### src/pcse_pkg.sv
package pcse_pkg;

  localparam logic [2:0] OP_WRITE    = 3'd0;
  localparam logic [2:0] OP_WAVE     = 3'd1;
  localparam logic [2:0] OP_LENGTH   = 3'd2;
  localparam logic [2:0] OP_ENVELOPE = 3'd3;
  localparam logic [2:0] OP_SWEEP    = 3'd4;

  localparam logic [2:0] REG_SWEEP    = 3'd0;
  localparam logic [2:0] REG_DUTY_LEN = 3'd1;
  localparam logic [2:0] REG_ENVELOPE = 3'd2;
  localparam logic [2:0] REG_PERIOD_L = 3'd3;
  localparam logic [2:0] REG_PERIOD_H = 3'd4;

  localparam int NUM_REGS = 5;

  localparam logic [11:0] PERIOD_SPAN   = 12'd2048;
  localparam logic [3:0]  SWEEP_DEFAULT = 4'd8;
  localparam logic [3:0]  VOLUME_MAX    = 4'd15;
  localparam logic [5:0]  LENGTH_LAST   = 6'd63;

  typedef logic [7:0] byte_t;

  function automatic logic duty_bit(input logic [1:0] duty, input logic [2:0] step);
    logic [7:0] pattern;
    begin
      case (duty)
        2'd0: pattern = 8'b1111_1110;
        2'd1: pattern = 8'b0111_1110;
        2'd2: pattern = 8'b1100_1100;
        default: pattern = 8'b1100_0000;
      endcase
      duty_bit = pattern[step];
    end
  endfunction

  function automatic logic [11:0] sweep_target(input logic [10:0] shadow,
                                               input logic [2:0] slope,
                                               input logic decrease);
    logic [10:0] delta;
    begin
      delta = shadow >> slope;
      if (decrease) begin
        sweep_target = {1'b0, shadow} - {1'b0, delta};
      end else begin
        sweep_target = {1'b0, shadow} + {1'b0, delta};
      end
    end
  endfunction

endpackage

### src/pulse_channel_with_sweep_envelope.sv
// Square-wave channel with envelope, length counter and frequency sweep.
// An accepted input beat is held in the input register; its result beat in
// the result register. Throughput: one event per cycle unless out_stall holds
// the result; the state update is a single pass of logic between the two registers.
// Reset (rst, synchronous): register bytes, volume, timers, sweep shadow,
// phase and duty step clear to zero; the channel is off and no beat is held.
module pulse_channel_with_sweep_envelope (
  input  logic        clk,
  input  logic        rst,
  input  logic        in_valid,
  output logic        in_stall,
  input  logic [2:0]  operation,
  input  logic [2:0]  reg_index,
  input  pcse_pkg::byte_t write_data,
  output logic        out_valid,
  input  logic        out_stall,
  output logic [3:0]  sample,
  output logic        channel_on,
  output logic [10:0] wavelength
);
  import pcse_pkg::*;

  logic        s1_valid;
  logic [2:0]  op_q;
  logic [2:0]  idx_q;
  byte_t       data_q;

  byte_t       cb [NUM_REGS];
  logic        enabled;
  logic [3:0]  volume;
  logic [2:0]  env_timer;
  logic [10:0] shadow;
  logic [3:0]  sweep_timer;
  logic        sweep_active;
  logic [11:0] phase;
  logic [2:0]  duty_step;

  byte_t       cb_next [NUM_REGS];
  logic        enabled_next;
  logic [3:0]  volume_next;
  logic [2:0]  env_timer_next;
  logic [10:0] shadow_next;
  logic [3:0]  sweep_timer_next;
  logic        sweep_active_next;
  logic [11:0] phase_next;
  logic [2:0]  duty_step_next;

  logic        advance;
  logic        load_in;

  logic [10:0] cur_wl;
  logic [2:0]  pace;
  logic [11:0] phase_inc;
  logic [12:0] phase_sum;
  logic [6:0]  len_inc;
  logic [2:0]  env_dec;
  logic [3:0]  swp_dec;
  logic [11:0] np1;
  logic [11:0] np2;

  assign advance  = !out_valid || !out_stall;
  assign load_in  = !s1_valid || advance;
  assign in_stall = s1_valid && !advance;

  assign cur_wl    = {cb[REG_PERIOD_H][2:0], cb[REG_PERIOD_L]};
  assign pace      = cb[REG_SWEEP][6:4];
  assign phase_inc = phase + 12'd1;
  assign phase_sum = {1'b0, phase_inc} + {2'b00, cur_wl};
  assign len_inc   = {1'b0, cb[REG_DUTY_LEN][5:0]} + 7'd1;
  assign env_dec   = (env_timer != 3'd0) ? env_timer - 3'd1 : env_timer;
  assign swp_dec   = (sweep_timer != 4'd0) ? sweep_timer - 4'd1 : sweep_timer;
  assign np1       = sweep_target(shadow, cb[REG_SWEEP][2:0], cb[REG_SWEEP][3]);
  assign np2       = sweep_target(np1[10:0], cb[REG_SWEEP][2:0], cb[REG_SWEEP][3]);

  always_comb begin
    for (int i = 0; i < NUM_REGS; i++) begin
      cb_next[i] = cb[i];
    end
    enabled_next      = enabled;
    volume_next       = volume;
    env_timer_next    = env_timer;
    shadow_next       = shadow;
    sweep_timer_next  = sweep_timer;
    sweep_active_next = sweep_active;
    phase_next        = phase;
    duty_step_next    = duty_step;
    if (s1_valid) begin
      case (op_q)
        OP_WRITE: begin
          case (idx_q)
            REG_SWEEP:    cb_next[REG_SWEEP]    = data_q;
            REG_DUTY_LEN: cb_next[REG_DUTY_LEN] = data_q;
            REG_ENVELOPE: cb_next[REG_ENVELOPE] = data_q;
            REG_PERIOD_L: cb_next[REG_PERIOD_L] = data_q;
            REG_PERIOD_H: begin
              cb_next[REG_PERIOD_H] = data_q;
              if (data_q[7]) begin
                enabled_next      = 1'b1;
                env_timer_next    = cb[REG_ENVELOPE][2:0];
                volume_next       = cb[REG_ENVELOPE][7:4];
                shadow_next       = {data_q[2:0], cb[REG_PERIOD_L]};
                sweep_timer_next  = (pace == 3'd0) ? SWEEP_DEFAULT : {1'b0, pace};
                sweep_active_next = (pace != 3'd0) || (cb[REG_SWEEP][2:0] != 3'd0);
              end
            end
            default: ;
          endcase
        end
        OP_WAVE: begin
          if (phase_sum >= {1'b0, PERIOD_SPAN}) begin
            phase_next     = '0;
            duty_step_next = duty_step + 3'd1;
          end else begin
            phase_next = phase_inc;
          end
        end
        OP_LENGTH: begin
          if (cb[REG_PERIOD_H][6]) begin
            cb_next[REG_DUTY_LEN] = {cb[REG_DUTY_LEN][7:6], len_inc[5:0]};
            if (cb[REG_DUTY_LEN][5:0] == LENGTH_LAST) begin
              enabled_next = 1'b0;
            end
          end
        end
        OP_ENVELOPE: begin
          if (cb[REG_ENVELOPE][2:0] != 3'd0) begin
            env_timer_next = env_dec;
            if (env_dec == 3'd0) begin
              env_timer_next = cb[REG_ENVELOPE][2:0];
              if (cb[REG_ENVELOPE][3]) begin
                if (volume != VOLUME_MAX) begin
                  volume_next = volume + 4'd1;
                end
              end else if (volume != 4'd0) begin
                volume_next = volume - 4'd1;
              end
            end
          end
        end
        OP_SWEEP: begin
          sweep_timer_next = swp_dec;
          if (swp_dec == 4'd0) begin
            sweep_timer_next = (pace == 3'd0) ? SWEEP_DEFAULT : {1'b0, pace};
            if (sweep_active && pace != 3'd0) begin
              if (np1[11]) begin
                enabled_next = 1'b0;
              end else begin
                cb_next[REG_PERIOD_L] = np1[7:0];
                cb_next[REG_PERIOD_H] = {cb[REG_PERIOD_H][7:3], np1[10:8]};
                shadow_next           = np1[10:0];
                if (np2[11]) begin
                  enabled_next = 1'b0;
                end
              end
            end
          end
        end
        default: ;
      endcase
    end
  end

  always_ff @(posedge clk) begin
    if (rst) begin
      s1_valid <= 1'b0;
    end else if (load_in) begin
      s1_valid <= in_valid;
    end
    if (load_in) begin
      op_q   <= operation;
      idx_q  <= reg_index;
      data_q <= write_data;
    end
  end

  always_ff @(posedge clk) begin
    if (rst) begin
      for (int i = 0; i < NUM_REGS; i++) begin
        cb[i] <= '0;
      end
      enabled      <= 1'b0;
      volume       <= '0;
      env_timer    <= '0;
      shadow       <= '0;
      sweep_timer  <= '0;
      sweep_active <= 1'b0;
      phase        <= '0;
      duty_step    <= '0;
      out_valid    <= 1'b0;
    end else if (advance) begin
      for (int i = 0; i < NUM_REGS; i++) begin
        cb[i] <= cb_next[i];
      end
      enabled      <= enabled_next;
      volume       <= volume_next;
      env_timer    <= env_timer_next;
      shadow       <= shadow_next;
      sweep_timer  <= sweep_timer_next;
      sweep_active <= sweep_active_next;
      phase        <= phase_next;
      duty_step    <= duty_step_next;
      out_valid    <= s1_valid;
    end
  end

  always_ff @(posedge clk) begin
    if (advance && s1_valid) begin
      sample     <= duty_bit(cb_next[REG_DUTY_LEN][7:6], duty_step_next) ? volume_next : 4'd0;
      channel_on <= enabled_next;
      wavelength <= {cb_next[REG_PERIOD_H][2:0], cb_next[REG_PERIOD_L]};
    end
  end

endmodule

### config.mk
export PLATFORM = sky130hd
export DESIGN_NAME = pulse_channel_with_sweep_envelope
export DESIGN_NICKNAME = d
export VERILOG_FILES = /design/src/pcse_pkg.sv /design/src/pulse_channel_with_sweep_envelope.sv
export SDC_FILE = /design/constraint.sdc
export NUM_CORES = 1
export LEC_CHECK = 0
export BUFFER_PORTS_ARGS = -buffer_cell sky130_fd_sc_hd__buf_2
export CORE_MARGIN = 2
export CORE_UTILIZATION = 25
export CTS_CLUSTER_DIAMETER = 120
export DETAILED_ROUTE_END_ITERATION = 6
export GPL_TIMING_DRIVEN = 0
export PLACE_DENSITY = 0.37
export SETUP_SLACK_MARGIN = 0.5
export SYNTH_ARGS = -nofsm -noshare
export SYNTH_HDL_FRONTEND = slang
export SYNTH_SLANG_ARGS = --single-unit
### constraint.sdc
create_clock -name clk -period 7.75 [get_ports clk]
set_input_delay 1.1625 -clock clk [delete_from_list [all_inputs] [get_ports clk]]
set_output_delay 1.1625 -clock clk [all_outputs]
set_load 0.03 [all_outputs]
==> run summary <==
Hold Path Depth - 2
Total Routing Usage GR - 16.5%
Placed Cells - 1425
post-synthesis mux area share - 5.05%
hold_buf cts - 0
CP max-delay cell - mux4_2
core area - 32400 um^2
Root Buffer - clkbuf_16
area leader, netlist - edfxtp_1
Synth Area in XOR/XNOR - 4.15%
RSZ-0062 raised after global routing - true
mapped cell area - 8190 um^2
layout cells sized above 1 - 22.8%
Antenna Nets Post-Route - 0
Hold Crit Start - phase[11]$_SDFFE_PP0P_
Net Sw Power - 0.587 mW
Setup WS pre-CTS - -0.659 ns
Post-DP Area - 8930 um^2
Cells after Synth - 947
largest net degree at the start of global routing - 18
global-route wire length before repair - 43100 um
cell-internal power - 1.13 mW
simple logic cell fraction of the synthesized area - 21.8%
clock buffer depth - 2
area grow syn2layout - 23.7%
post-synthesis sequential element count - 106
Worst Path Arrival - 7.18 ns
logic gate share of total power - 35.3%
CP Capture Type - register
Final GP Congestion - 0.845
Flop pwr share - 37.3%
Routed wire per std cell - 19.0 um
# IOs - 36
final setup fails - 0
static leakage - 3.91 nW
PD cells - 169 nW/um^2
hold crit path type - register to register
post-synthesis async set-or-reset flop share - 0%
clock sinks - 106
synth warn - 0
vias in the first global route - 7296
final instance area - 10100 um^2
Clock transition at path regs - 0.07 ns
Initial Util - 25.3%
FF-to-FF setup slack - 0.66 ns
initial DRC count - 479
Final Max Slew Viols - 0
port bufs - 35
Sw Ratio - 34.2%
Max FO, Critical Path - 8
Mapped Nets - 1008
RR Endpoint - channel_on$_DFFE_PP_
register area share after synthesis - 33.8%
die extent in y - 185 um
number of distinct library cells after synthesis - 99
Crit path required time - 7.84 ns
top_reg_cell synth - edfxtp_1
Buf+Inv Stages, Crit Path - 4
ranking of synthesized cells by area - edfxtp_1 24%, dfxtp_1 10%, ha_1 6.3%
largest family of logic cells by synthesized area - compound AO/OA/AOI/OAI gates
worst hold margin - 0.468 ns
fin crit period - 7.09 ns
Crit Reg-Reg Startpoint - cb[0][0]$_SDFFCE_PN0P_
Detail Placement HPWL - 21500 um
clk_skew - 0.0159 ns
Via Count - 7541
Worst R2R Path Depth - 33
Worst Tran Pin Value - 1.08 ns
TritonCTS clock tree - done
Peak VDD IR - 0.000115 V
Cell Rows - 66
delay-heaviest family, CP - compound AO/OA/AOI/OAI gates
fin nets - 1096
fmax - 141 MHz
TritonCTS Buffers - 9
Setup CP Type - register to register
syn avg cell area - 8.65 um^2
Hold EP - phase[11]$_SDFFE_PP0P_
period utilization - 91.5%
initial antenna violation count - 0
Final Hold Vio Count - 0
die area - 34200 um^2
top cell type's share of synthesized area - 23.8%
# Max-Cap Violations - 0
die width - 185 um
routed vias/inst - 5.09
Finished Layout Cells - 1482
H-tree depth - 3
EDFF count, synth - 65
adder-cell area share of the yosys netlist - 6.75%
Compound-Gate Fraction of Synth Area - 22.8%
Antenna diodes - 0
Worst Setup Start Kind - register
status - completed
Final WS setup - 0.660 ns
DRT Pass-1 Iters - 5
Rel. slew slack - 27.7%
Clk pwr share - 27.4%
CP max stage delay - 0.51 ns
Residual DRC - 0
latest clock arrival within the worst-skew pair - 0.37 ns
grt total ovfl - 0
final wirelength - 28100 um
-- synth_stat cells (all sizes together), types with 4 or more instances --
cell	count
a211oi	21
a21o	14
a21oi	77
a221oi	6
a22o	7
a22oi	12
a311oi	5
a31o	4
a31oi	16
and2	16
and3	16
buf	17
clkbuf	36
dfxtp	41
edfxtp	65
ha	41
inv	30
mux2	5
mux2i	29
nand2	97
nand2b	15
nand3	41
nand3b	9
nand4	4
nor2	114
nor2b	11
nor3	22
o211ai	8
o21a	4
o21ai	40
o221ai	4
o22ai	16
o31ai	6
or3	7
xnor2	16
xor2	22
-- state kept, by name, summed over array words and instances, names as in the netlist, 3 cells and up --
name	cells
sample	4
wavelength	11
sweep_timer	4
env_timer	3
cb	35
data_q	8
idx_q	3
op_q	3
duty_step	3
shadow	11
phase	12
volume	4
-- metal layers --
layer	part of all wire, %	global-route usage, %
met1	47	22.0
met5	0	0
met3	2.9	1.71
met4	1.6	4.48
met2	48	28.3
-- how the worst max path moves through the flow --
stage / start / slack (ns) / cells after the start / endpoint
after floorplan: cb[0][0]$_SDFFCE_PN0P_ / 0.87 / 34 / enabled$_SDFFE_PP0N_
after global placement: cb[0][0]$_SDFFCE_PN0P_ / -0.66 / 34 / channel_on$_DFFE_PP_
final: cb[0][0]$_SDFFCE_PN0P_ / 0.66 / 33 / channel_on$_DFFE_PP_
after global routing: cb[0][0]$_SDFFCE_PN0P_ / 0.24 / 34 / channel_on$_DFFE_PP_
after detailed placement: cb[0][0]$_SDFFCE_PN0P_ / -0.66 / 33 / channel_on$_DFFE_PP_
after CTS: cb[0][0]$_SDFFCE_PN0P_ / 0.51 / 34 / channel_on$_DFFE_PP_
-- cells in the final DEF (no fill, tap or decap), drive strengths merged, types with 4 or more instances in the layout --
cell type | Yosys | final
nor2 | 114 | 114
nand2 | 97 | 97
buf | 17 | 96
a21oi | 77 | 77
edfxtp | 65 | 65
clkbuf | 36 | 45
nand3 | 41 | 41
dfxtp | 41 | 41
ha | 41 | 41
o21ai | 40 | 40
inv | 30 | 31
mux2i | 29 | 29
xor2 | 22 | 22
nor3 | 22 | 22
a211oi | 21 | 21
o22ai | 16 | 16
xnor2 | 16 | 16
and3 | 16 | 16
and2 | 16 | 16
a31oi | 16 | 16
nand2b | 15 | 15
a21o | 14 | 14
a22oi | 12 | 12
nor2b | 11 | 11
nand3b | 9 | 9
o211ai | 8 | 8
a22o | 7 | 7
or3 | 7 | 7
o31ai | 6 | 6
a221oi | 6 | 6
mux2 | 5 | 5
a311oi | 5 | 5
nand4 | 4 | 4
o221ai | 4 | 4
a31o | 4 | 4
o21a | 4 | 4
-- final cells by class --
class	instances	area, um^2
fillers	3515	22200
multi-input cells	756	5500
flip-flops and latches	106	2770
well taps	442	553
repair buffers	77	513
plain buffers	53	368
clock buffers	12	236
inverters	32	138
clock inverters	4	52.6
-- metrics by stage --
stage / setup TNS (ns) / power, mW / util, %
final: 0 / 1.72 / 31.3
after global routing: 0 / 1.81 / 31.3
after CTS: 0 / 1.65 / 29.6
after detailed placement: -1.23 / 1.11 / 27.6
after global placement: -1.22 / 1.11 / 27.6
after floorplan: 0 / 0.972 / -
-- logic make-up (layout without fill, tap and decap cells) --
kind of cell             count (synthesis)  count (layout)
buffers and inverters                   85             178
XOR/XNOR                                38              38
AND/OR/NAND/NOR                        369             369
multiplexers                            37              37
flip-flops                             106             106
AO/OA/AOI/OAI                          269             269
adder cells (fa/ha/maj)                 43              43
-- power by group through the flow --
stage | Clock [mW] | Combinational, mW | Sequential (mW)
6_report | 0.471 | 0.607 | 0.640
5_1_grt | 0.511 | 0.658 | 0.642
4_1_cts | 0.486 | 0.522 | 0.640
3_5_place_dp | 0 | 0.456 | 0.653
3_3_place_gp | 0 | 0.459 | 0.652
2_1_floorplan | 0 | 0.323 | 0.649
-- worst min-delay path, delay by kind of cell, from the launching register on --
| kind | cells | cell delay [ns] |
|---|---|---|
| AO/OA/AOI/OAI | 1 | 0.05 |
| AND/OR/NAND/NOR | 1 | 0.05 |
| flip-flops | 1 | 0.32 |
-- what timing repair did --
| action | in CTS | in global routing |
|---|---|---|
| endpoints found under the hold margin | 0 | 0 |
| setup endpoints to repair | 2 | 2 |
| setup buffers | 16 | 25 |
| gates resized for setup | 58 | 79 |
| pin swaps | 14 | 52 |
(Power assumes the default switching activity.)
